==> src/hw/rtl/tvlf_pkg.sv <==
// Package of the track validity lock filter: item types, register indexes,
// reset values, mode codes, sequencer states and decision codes.
// No dependencies.
package tvlf_pkg;

	localparam int MAX_HISTORY_DEF = 32;

	localparam int CFG_IDX_W  = 3;
	localparam int CFG_DATA_W = 24;
	localparam int HLEN_W     = 6;

	typedef enum logic [CFG_IDX_W-1:0] {
		REG_LOCK_THRESHOLD = 3'd0,
		REG_MAX_RANGE      = 3'd1,
		REG_MIN_RANGE      = 3'd2,
		REG_MAX_SHIFT      = 3'd3,
		REG_HISTORY_LENGTH = 3'd4,
		REG_MAX_GAP        = 3'd5
	} reg_index_t;

	localparam logic [7:0]        LOCK_THRESHOLD_RST = 8'd5;
	localparam logic [14:0]       MAX_RANGE_RST      = 15'd20000;
	localparam logic [14:0]       MIN_RANGE_RST      = 15'd0;
	localparam logic [15:0]       MAX_SHIFT_RST      = 16'd500;
	localparam logic [HLEN_W-1:0] HISTORY_LENGTH_RST = 6'd20;
	localparam logic [23:0]       MAX_GAP_RST        = 24'd100000;

	localparam logic [1:0] MODE_STOPPING = 2'd0;
	localparam logic [1:0] MODE_IDLING   = 2'd1;
	localparam logic [1:0] MODE_TRACKING = 2'd2;

	typedef enum logic [2:0] {
		S_IDLE,
		S_NORM,
		S_RANGE,
		S_DIST,
		S_LAST,
		S_UPDATE
	} state_t;

	typedef enum logic [1:0] {
		ACT_LOWER,
		ACT_RAISE,
		ACT_RESTART
	} action_t;

	typedef struct packed {
		logic signed [15:0] x_pos;
		logic signed [15:0] y_pos;
		logic signed [15:0] z_pos;
		logic [23:0]        gap_time;
	} det_item_t;

	typedef struct packed {
		logic       new_track;
		logic [7:0] lock_count;
		logic [1:0] track_mode;
		logic [5:0] match_count;
	} res_item_t;

endpackage

==> src/hw/rtl/tvlf_stream_if.sv <==
// Valid/ready stream channel of the track validity lock filter.
// The payload type is a parameter; the item structs come from tvlf_pkg.
interface tvlf_stream_if #(parameter type payload_t = logic) ();
	logic     valid;
	logic     ready;
	payload_t data;

	modport source (output valid, output data, input ready);
	modport sink (input valid, input data, output ready);
endinterface

==> src/hw/rtl/track_validity_lock_filter_unit.sv <==
// Track validity lock filter, top level.
// Depends on tvlf_pkg and tvlf_stream_if.
//
// Channels: detection (sink) carries one position and its time gap per item;
// report (source) carries one result item per detection. Configuration is
// written through wr_en / wr_index / wr_data, one register per edge; the user
// must write it only while the block is idle, which the block does not enforce.
// Datapath: one 16x16 squaring unit is shared under a small sequencer. It
// squares the three coordinates and the three limits, then the three
// coordinate differences per history entry for the squared distance,
// reading the history memory one entry ahead. An item in range and within
// the gap limit passes S_NORM, S_RANGE, S_DIST for each of the N entries
// in use (20 by default), S_LAST and S_UPDATE; a range reject or a gap
// restart goes from S_RANGE to S_UPDATE. A new item is taken only once the
// last result is registered; detection.ready is high only while idle.
// Reset: registers return to their defaults, lock counter and write
// pointer clear, mode is stopping, and all history valid bits clear at
// once, so unwritten entries read as the origin; no clearing pass.
// Stall: a finished result waits in the output register; the next item is
// accepted meanwhile and holds in its last step until the register frees.
module track_validity_lock_filter_unit #(
	parameter int MAX_HISTORY = tvlf_pkg::MAX_HISTORY_DEF
) (
	input  logic                             clk,
	input  logic                             arst_n,
	input  logic                             wr_en,
	input  logic [tvlf_pkg::CFG_IDX_W-1:0]   wr_index,
	input  logic [tvlf_pkg::CFG_DATA_W-1:0]  wr_data,
	tvlf_stream_if.sink                      detection,
	tvlf_stream_if.source                    report
);
	import tvlf_pkg::*;

	localparam int IW = (MAX_HISTORY > 1) ? $clog2(MAX_HISTORY) : 1;
	localparam int LW = ($clog2(MAX_HISTORY + 1) > HLEN_W) ? $clog2(MAX_HISTORY + 1) : HLEN_W;
	localparam logic [LW-1:0] MAX_LEN = LW'(MAX_HISTORY);

	function automatic logic [15:0] abs_diff(logic signed [15:0] a, logic signed [15:0] b);
		logic signed [16:0] d;
		d = 17'(a) - 17'(b);
		return (d < 0) ? 16'(-d) : 16'(d);
	endfunction

	// configuration
	logic [7:0]        thr_q;
	logic [14:0]       max_range_q;
	logic [14:0]       min_range_q;
	logic [15:0]       max_shift_q;
	logic [HLEN_W-1:0] hist_len_q;
	logic [23:0]       max_gap_q;

	// control
	state_t          state_q, state_d;
	logic [2:0]      step_q;
	logic [IW-1:0]   idx_q;
	logic            pend_q;
	logic [LW-1:0]   match_q;
	action_t         act_q;
	logic            store_q;
	logic [IW-1:0]   wp_q;
	logic [7:0]      lock_q;
	logic [1:0]      mode_q;
	logic            out_vld_q;
	logic [MAX_HISTORY-1:0] vld_q;

	// datapath
	logic signed [15:0] x_q, y_q, z_q;
	logic [23:0]        gap_q;
	logic [31:0]        prod_q;
	logic [33:0]        acc_q;
	logic [29:0]        hi2_q, lo2_q;
	logic [31:0]        lim2_q;
	logic [47:0]        mem [MAX_HISTORY];
	logic [47:0]        rd_data_q;
	logic               rd_valid_q;
	res_item_t          out_q;

	logic [LW-1:0]      hl, n_len;
	logic               idx_last;
	logic signed [15:0] hx, hy, hz;
	logic [15:0]        mul_op;
	logic [31:0]        mul_full;
	logic [IW-1:0]      rd_addr;
	logic               rd_en;
	logic [33:0]        dist_sum;
	logic               hit, cmp_en;
	logic               in_range, gap_over;
	logic               accept, out_free, update;
	logic [7:0]         lower_cnt, raise_base;
	logic [8:0]         raise_sum;
	res_item_t          res_d;
	logic [IW-1:0]      wp_next;

	assign accept   = detection.valid && detection.ready;
	assign out_free = !out_vld_q || report.ready;
	assign update   = (state_q == S_UPDATE) && out_free;

	assign hl       = LW'(hist_len_q);
	assign n_len    = (hl == '0) ? LW'(1) : ((hl > MAX_LEN) ? MAX_LEN : hl);
	assign idx_last = (LW'(idx_q) == n_len - LW'(1));

	assign hx = rd_valid_q ? signed'(rd_data_q[47:32]) : '0;
	assign hy = rd_valid_q ? signed'(rd_data_q[31:16]) : '0;
	assign hz = rd_valid_q ? signed'(rd_data_q[15:0])  : '0;

	assign mul_full = {16'b0, mul_op} * {16'b0, mul_op};
	assign dist_sum = acc_q + 34'(prod_q);
	assign hit      = dist_sum < 34'(lim2_q);
	assign in_range = !((acc_q > 34'(hi2_q)) || (acc_q < 34'(lo2_q)));
	assign gap_over = gap_q > max_gap_q;

	assign lower_cnt  = (lock_q != '0) ? lock_q - 8'd1 : '0;
	assign raise_base = (act_q == ACT_RESTART) ? '0 : lock_q;
	assign raise_sum  = {1'b0, raise_base} + 9'd1;
	assign wp_next    = ((LW'(wp_q) + LW'(1)) >= n_len) ? '0 : wp_q + IW'(1);

	// next state
	always_comb begin
		state_d = state_q;
		unique case (state_q)
			S_IDLE:   if (detection.valid) state_d = S_NORM;
			S_NORM:   if (step_q == 3'd5) state_d = S_RANGE;
			S_RANGE:  state_d = (!in_range || gap_over) ? S_UPDATE : S_DIST;
			S_DIST:   if (step_q == 3'd2 && idx_last) state_d = S_LAST;
			S_LAST:   state_d = S_UPDATE;
			S_UPDATE: if (out_free) state_d = S_IDLE;
		endcase
	end

	// sequencer outputs
	always_comb begin
		mul_op  = '0;
		rd_addr = '0;
		rd_en   = 1'b0;
		cmp_en  = 1'b0;
		unique case (state_q)
			S_NORM: begin
				unique case (step_q)
					3'd0:    mul_op = abs_diff(x_q, '0);
					3'd1:    mul_op = abs_diff(y_q, '0);
					3'd2:    mul_op = abs_diff(z_q, '0);
					3'd3:    mul_op = {1'b0, max_range_q};
					3'd4:    mul_op = {1'b0, min_range_q};
					3'd5:    mul_op = max_shift_q;
					default: mul_op = '0;
				endcase
			end
			S_RANGE: begin
				rd_en = 1'b1;
			end
			S_DIST: begin
				unique case (step_q)
					3'd0:    mul_op = abs_diff(x_q, hx);
					3'd1:    mul_op = abs_diff(y_q, hy);
					3'd2:    mul_op = abs_diff(z_q, hz);
					default: mul_op = '0;
				endcase
				cmp_en = (step_q == 3'd0) && pend_q;
				if (step_q == 3'd2) begin
					rd_en   = 1'b1;
					rd_addr = idx_last ? '0 : idx_q + IW'(1);
				end
			end
			S_LAST:   cmp_en = 1'b1;
			default: ;
		endcase
	end

	// result of the lock update
	always_comb begin
		res_d.match_count = 6'(match_q);
		if (act_q == ACT_LOWER) begin
			res_d.lock_count = lower_cnt;
			res_d.new_track  = (lower_cnt == '0);
			res_d.track_mode = (lower_cnt == '0) ? MODE_STOPPING : MODE_IDLING;
		end else begin
			res_d.new_track = (act_q == ACT_RESTART);
			if (raise_sum > {1'b0, thr_q}) begin
				res_d.lock_count = thr_q;
				res_d.track_mode = MODE_TRACKING;
			end else begin
				res_d.lock_count = raise_sum[7:0];
				res_d.track_mode = MODE_IDLING;
			end
		end
	end

	always_ff @(posedge clk or negedge arst_n) begin
		if (!arst_n) begin
			thr_q       <= LOCK_THRESHOLD_RST;
			max_range_q <= MAX_RANGE_RST;
			min_range_q <= MIN_RANGE_RST;
			max_shift_q <= MAX_SHIFT_RST;
			hist_len_q  <= HISTORY_LENGTH_RST;
			max_gap_q   <= MAX_GAP_RST;
		end else if (wr_en) begin
			case (wr_index)
				REG_LOCK_THRESHOLD: thr_q       <= wr_data[7:0];
				REG_MAX_RANGE:      max_range_q <= wr_data[14:0];
				REG_MIN_RANGE:      min_range_q <= wr_data[14:0];
				REG_MAX_SHIFT:      max_shift_q <= wr_data[15:0];
				REG_HISTORY_LENGTH: hist_len_q  <= wr_data[HLEN_W-1:0];
				REG_MAX_GAP:        max_gap_q   <= wr_data[23:0];
				default: ;
			endcase
		end
	end

	always_ff @(posedge clk or negedge arst_n) begin
		if (!arst_n) begin
			state_q   <= S_IDLE;
			step_q    <= '0;
			idx_q     <= '0;
			pend_q    <= 1'b0;
			match_q   <= '0;
			act_q     <= ACT_LOWER;
			store_q   <= 1'b0;
			wp_q      <= '0;
			lock_q    <= '0;
			mode_q    <= MODE_STOPPING;
			out_vld_q <= 1'b0;
			vld_q     <= '0;
		end else begin
			state_q <= state_d;
			unique case (state_q)
				S_IDLE: begin
					if (accept) begin
						step_q  <= '0;
						idx_q   <= '0;
						pend_q  <= 1'b0;
						match_q <= '0;
					end
				end
				S_NORM: step_q <= step_q + 3'd1;
				S_RANGE: begin
					step_q <= '0;
					if (!in_range) begin
						act_q   <= ACT_LOWER;
						store_q <= 1'b0;
					end else if (gap_over) begin
						act_q   <= ACT_RESTART;
						store_q <= 1'b1;
					end else begin
						act_q   <= ACT_RAISE;
						store_q <= 1'b1;
					end
				end
				S_DIST: begin
					if (cmp_en && hit) match_q <= match_q + LW'(1);
					if (step_q == 3'd2) begin
						step_q <= '0;
						pend_q <= 1'b1;
						if (!idx_last) idx_q <= idx_q + IW'(1);
					end else begin
						step_q <= step_q + 3'd1;
					end
				end
				S_LAST: begin
					if (hit) match_q <= match_q + LW'(1);
					if (match_q == '0 && !hit) act_q <= ACT_LOWER;
				end
				S_UPDATE: begin
					if (out_free) begin
						lock_q <= res_d.lock_count;
						mode_q <= res_d.track_mode;
						if (store_q) begin
							vld_q[wp_q] <= 1'b1;
							wp_q        <= wp_next;
						end
					end
				end
				default: ;
			endcase
			if (update) out_vld_q <= 1'b1;
			else if (report.ready) out_vld_q <= 1'b0;
		end
	end

	always_ff @(posedge clk) begin
		if (accept) begin
			x_q   <= detection.data.x_pos;
			y_q   <= detection.data.y_pos;
			z_q   <= detection.data.z_pos;
			gap_q <= detection.data.gap_time;
		end
		prod_q <= mul_full;
		if (state_q == S_NORM) begin
			unique case (step_q)
				3'd1:    acc_q <= 34'(prod_q);
				3'd2:    acc_q <= acc_q + 34'(prod_q);
				3'd3:    acc_q <= acc_q + 34'(prod_q);
				3'd4:    hi2_q <= prod_q[29:0];
				3'd5:    lo2_q <= prod_q[29:0];
				default: ;
			endcase
		end
		if (state_q == S_RANGE) lim2_q <= prod_q;
		if (state_q == S_DIST) begin
			if (step_q == 3'd1) acc_q <= 34'(prod_q);
			if (step_q == 3'd2) acc_q <= acc_q + 34'(prod_q);
		end
		if (update) out_q <= res_d;
	end

	// history memory
	always_ff @(posedge clk) begin
		if (update && store_q) mem[wp_q] <= {x_q, y_q, z_q};
		if (rd_en) begin
			rd_data_q  <= mem[rd_addr];
			rd_valid_q <= vld_q[rd_addr];
		end
	end

	assign detection.ready = (state_q == S_IDLE);
	assign report.valid    = out_vld_q;
	assign report.data     = out_q;

	assert property (@(posedge clk) disable iff (!arst_n)
		(mode_q == MODE_STOPPING) |-> (lock_q == '0))
		else $error("stopping mode with nonzero lock count");

	assert property (@(posedge clk) disable iff (!arst_n)
		LW'(wp_q) < MAX_LEN)
		else $error("write pointer beyond history depth");

	assert property (@(posedge clk) disable iff (!arst_n)
		(state_q == S_DIST) |-> (LW'(idx_q) < n_len))
		else $error("scan index beyond history length");

	assert property (@(posedge clk) disable iff (!arst_n)
		(out_vld_q && out_q.new_track) |-> (out_q.match_count == '0))
		else $error("new track reported with matches");

endmodule

==> src/flat_wrapper.sv <==
// flat-port wrapper written by rule: the top's interface ports become plain ports
module track_validity_lock_filter_unit_flat import tvlf_pkg::*;
#(
	parameter int MAX_HISTORY = tvlf_pkg::MAX_HISTORY_DEF
)
  (clk, arst_n, wr_en, wr_index, wr_data, detection_valid, detection_data, detection_ready, report_valid, report_data, report_ready);
  tvlf_stream_if #(.payload_t(det_item_t)) detection_i ();
  tvlf_stream_if #(.payload_t(res_item_t)) report_i ();
  input  logic clk;
  input  logic arst_n;
  input  logic wr_en;
  input  logic [tvlf_pkg::CFG_IDX_W-1:0] wr_index;
  input  logic [tvlf_pkg::CFG_DATA_W-1:0] wr_data;
  input wire logic [$bits(detection_i.valid)-1:0] detection_valid;
  input wire logic [$bits(detection_i.data)-1:0] detection_data;
  output wire logic [$bits(detection_i.ready)-1:0] detection_ready;
  output wire logic [$bits(report_i.valid)-1:0] report_valid;
  output wire logic [$bits(report_i.data)-1:0] report_data;
  input wire logic [$bits(report_i.ready)-1:0] report_ready;
  assign detection_i.valid = detection_valid;
  assign detection_i.data = detection_data;
  assign detection_ready = detection_i.ready;
  assign report_valid = report_i.valid;
  assign report_data = report_i.data;
  assign report_i.ready = report_ready;
  track_validity_lock_filter_unit #(.MAX_HISTORY(MAX_HISTORY)) u_core (.clk(clk), .arst_n(arst_n), .wr_en(wr_en), .wr_index(wr_index), .wr_data(wr_data), .detection(detection_i), .report(report_i));
endmodule
==> config.mk <==
export PLATFORM = sky130hd
export DESIGN_NAME = track_validity_lock_filter_unit_flat
export DESIGN_NICKNAME = d
export VERILOG_FILES = /design/src/hw/rtl/tvlf_pkg.sv /design/src/hw/rtl/tvlf_stream_if.sv /design/src/hw/rtl/track_validity_lock_filter_unit.sv /design/src/flat_wrapper.sv
export SDC_FILE = /design/constraint.sdc
export NUM_CORES = 2
export LEC_CHECK = 0
export ABC_AREA = 1
export BUFFER_PORTS_ARGS = -buffer_cell sky130_fd_sc_hd__buf_2
export CAP_MARGIN = 20
export CORE_MARGIN = 8
export CORE_UTILIZATION = 60
export DETAILED_ROUTE_END_ITERATION = 7
export GPL_ROUTABILITY_DRIVEN = 0
export PLACE_DENSITY = 0.76
export SETUP_SLACK_MARGIN = 0.02
export SLEW_MARGIN = 5
export SYNTH_ARGS = -nofsm -noshare
export SYNTH_HDL_FRONTEND = slang
export SYNTH_SLANG_ARGS = --single-unit
==> constraint.sdc <==
create_clock -name clk -period 20.6 [get_ports clk]
set_input_delay 6.18 -clock clk [delete_from_list [all_inputs] [get_ports clk]]
set_output_delay 6.18 -clock clk [all_outputs]
set_load 0.01 [all_outputs]
==> flow_results.org <==
** Outcome
- The run finished, with violations left.
- The final reports fail on DRC.

** Routing
- The final layout contains routed wiring with a total length of 272000 um.
- For this run, design rule violations remaining after detail routing come to 1.
- Detailed routing inserted a total of slightly above 70k vias.
- Total iterations of the first detailed-routing run :: 8
- Antenna Violating Nets Remaining :: 0
- The detailed router finished its first iteration with 9178 violations.
- Wire length per cell after detailed routing :: ~23 um
- Per-cell via count in the routed design :: 6.08

** Logic synthesis
- Dividing the synthesized area by the synthesized cell count gives 10.5 um^2.
- Post-Synthesis Cells :: roughly 9.3k
- Yosys warning count :: 0
- Synth Cell Area :: 97500 um^2
- Most used flip-flop cell after synthesis :: edfxtp_1
- Summed over its instances, the top area cell type makes up 54.3% of the synthesized netlist area.
- Top area cells in the synthesized netlist :: edfxtp_1 54%, nand2_1 7.9%, o211ai_1 6.1%
- After synthesis, the netlist uses 65 different library cells.
- Cell type contributing the most total cell area after synthesis :: edfxtp_1
- Fraction of the yosys area taken by sequential cells :: 59.6%
- Proportion of register bits with asynchronous set or reset after synthesis :: 7.63%
- In this run, synthesis produced a sequential element count of 1979.
- Yosys mapped a number of flops with a built-in enable equal to 1763.
- When the netlist entered floorplanning its net count stood at 9850.

** Finish
- The post-route netlist has 6.89% of its cells at a drive strength greater than 1.
- Leaving out fill and tap cells, the most frequent cells in the layout are 2049 x nand2_1, 1763 x edfxtp_1, 1491 x inv_1, 806 x nand3_1, 791 x o211ai_1.
- Area added between synthesis and finish :: 9.12%
- After filler insertion, the fill cell instance count of the layout stands at around 12k.
- Commonest non-fill, non-tap cell in the layout :: nand2_1
- In the final layout, the multi-input gates occupy approximately 32000 um^2.
- The net count of the finished layout is 9887.
- Final Util :: 65.6%
- Seq. cell area :: 58000 um^2

** Pwr
- The analysis attributes to cell leakage a power of 44.9 nW.
- Part of the total power dissipated in the clock network :: 22.8%
- Sw frac :: 40.2%
- Psw :: ~6 mW
- PwrDens :: 141 nW/um^2
- Power Total :: 15.0 mW
- Internal power comes to 8.97 mW.
- Combinational share of power :: 44.2%
- Seq pwr share :: 33.0%
- VDD sags by at most 395 uV.

** Worst setup path
- Type of element capturing the critical path :: flop
- WP buf/inv :: 10
- Critical path's slowest cell :: edfxtp_1
- The worst register-to-register path begins at u_core.rd_valid_q.
- Along the worst path, the maximum fanout reaches 38.
- The setup path with the least slack is of type flop to flop.
- Kind of launch point of the worst setup path :: flop
- Among cell families on the critical path, the largest total delay comes from adder cells.
- Worst-case register-to-register setup slack :: 10.12 ns
- Start point of the critical path :: u_core.rd_valid_q
- Maximum single-stage delay on the critical path :: 0.58 ns
- Worst path required time :: 21.31 ns
- STA puts the critical path data arrival time at roughly 11 ns.

** CTS
- TritonCTS built the clock tree.
- For this design, the sink count on the clock tree is 1979.
- Hold repair after CTS inserted 0 buffers.
- Post_cts resized :: 0
- No sink is reached through more buffers than the 3 on the longest clock path.
- The later pin in the worst-skew pair is clocked with a latency of 0.86 ns.
- In this run the number of H-tree levels came out at 4.
- Clock tree root buffer cell :: clkbuf_16
- After clock tree synthesis, the clock-pin slew on the worst setup and hold paths is 0.07 ns.
- In this run, CTS created clock tree buffers numbering between 150 and 200.
- After clock tree synthesis, the setup repair step added 0 buffers.

** Floorplan
- Die area :: roughly 180000 um^2
- Count of pins on the block boundary :: 123
- The total area inside the core boundary comes to 162000 um^2.
- In this run the vertical extent of the chip is 419 um.
- Once the floorplan was initialized, standard cells occupied around three fifths of the core.
- Row generation in the floorplan step produced 148 rows.
- In this run the horizontal extent of the chip is ~420 um.

** Hold path
- Worst hold start :: u_core.vld_q[11]
- Class of the tightest hold or removal check :: flop to flop

** Timing
- WHS :: 0.463 ns
- Actual transition at the worst max-transition pin :: 1.19 ns
- Setup repair after global routing missed its margin :: false
- In the finished design, the share of the clock period the worst path needs comes to 50.9%.
- Hold Fails Final Rpt :: 0
- On the final layout, the worst clock skew is 0.0496 ns.
- The smallest clock period supported by the final layout is computed as 10.48 ns.
- For the final routed database, the setup TNS stands at 0 ns.
- Setup violations remaining at the end of the flow were counted as 0.
- Setup slack after layout :: approximately 10 ns
- For this run, the top clock speed supported by timing is between 90 and 100 MHz.
- In this run the tightest slew margin relative to its limit is 20.9%.
- The max-slew violation total from the final report was 0.

** GRT
- GRT overflow :: 0
- Across every metal layer, demand over resource in global routing totals 30.4%.
- Global-route wire length before repair :: ~410000 um
- Largest net degree at the start of global routing :: 264
- The number of antenna violations at the first check in global routing is 11.
- Via count of the first global-routing pass :: 68.6k

** Placement
- Worst slack, placed :: ~10 ns
- Detailed Place HPWL :: 162000 um
- Input/output buffers :: 122

** Job
- Across the run, the number of max-cap violations was 0.
==> kinds of logic (layout without fill, tap and decap cells) <==
family | after synthesis | after routing | share of synthesized area, %
other | 0 | 5 | 0
DFF | 1979 | 1979 | 59.6
muxes | 1 | 1 | 0.0116
AOI/OAI and AO/OA | 1432 | 1432 | 9.85
and+or+nand+nor | 3345 | 3345 | 14.4
adders and majority gates | 489 | 489 | 7.56
buffers and inverters | 1926 | 2121 | 7.87
xor gates and xnor gates | 85 | 85 | 0.772
==> final timing paths <==
| check | to | cells past startpoint |
|---|---|---|
| setup / recovery | u_core.prod_q[29] | 46 |
| hold / removal | u_core.vld_q[11] | 2 |
| setup reg to reg | u_core.prod_q[29] | 46 |
| hold reg to reg | u_core.vld_q[11] | 2 |
| max in group asynchronous | u_core.vld_q[9] | 2 |
| min in group asynchronous | u_core.report.valid | 1 |
==> worst reg2reg max path: cells and delay by family, from the launching register on <==
family	cells	cell delay [ns]
buffers and inverters	10	1.42
AND/OR/NAND/NOR	18	2.60
AO/OA/AOI/OAI	9	1.69
flip-flops	1	0.58
adder cells (fa/ha/maj)	9	4.07
==> metrics by stage <==
step	instance area [um^2]	instances
finish	106000	11600
global route	106000	11600
CTS	106000	11600
detailed placement	100000	11300
global placement	100000	11300
floorplan	97500	9257
==> cells in the mapped netlist, types with 5 or more instances <==
cell type / number
a22oi_1: 10
ha_1: 323
nor2_1: 308
buf_1: 8
nand2_1: 2051
a22o_1: 12
nor4_1: 7
a2111oi_0: 5
a211oi_1: 6
a21oi_1: 218
buf_4: 30
nand3b_1: 24
dfrtp_1: 130
o31ai_1: 5
edfxtp_1: 1763
buf_2: 243
o221ai_1: 24
a31oi_1: 12
inv_1: 1491
dfxtp_1: 65
a221oi_1: 5
o2111ai_1: 6
and2_1: 9
clkbuf_1: 131
or2_2: 28
o21ai_0: 261
o22ai_1: 22
nor3_1: 59
o211ai_1: 791
o21bai_1: 10
xor2_1: 67
a21o_1: 8
o21a_1: 13
xnor2_1: 17
inv_2: 15
fa_1: 166
nand3_1: 806
nand4_1: 37
dfstp_2: 21
==> per-layer routing <==
layer	GRT usage, %	routed length, um
met4	15.9	16300
met3	6.44	31900
met2	49.2	126000
met5	0	13
met1	38.7	98300
==> power by group through the flow <==
stage	clock network, mW	logic (mW)	registers (mW)
finish	3.42	6.63	4.95
global route	3.59	7.50	4.96
floorplan	0	4.82	4.99
CTS	3.44	6.58	4.94
global placement	0	6.31	5.02
detailed placement	0	6.51	5.02
==> flip-flops by register name (all words and copies together), names as in the netlist, 15 cells and up <==
register / flops
u_core.mem: 1536
u_core.rd_data_q: 48
u_core.acc_q: 34
u_core.vld_q: 32
u_core.lim2_q: 31
u_core.prod_q: 31
u_core.hi2_q: 29
u_core.lo2_q: 29
u_core.gap_q: 24
u_core.max_gap_q: 24
u_core.report.data: 17
u_core.max_shift_q: 16
u_core.x_q: 16
u_core.y_q: 16
u_core.z_q: 16
u_core.max_range_q: 15
u_core.min_range_q: 15
==> layout make-up <==
class                           count  share of cell area [%]
Tap cell                         2175                    2.56
Clock inverter                    107                   0.808
Antenna cell                        5                  0.0118
Sequential cell                  1979                    54.6
Multi-Input combinational cell   5352                    30.1
Inverter                         1511                    5.36
Timing Repair Buffer              258                    1.66
Clock buffer                      245                    4.89
Power figures use the tool's default switching activity.
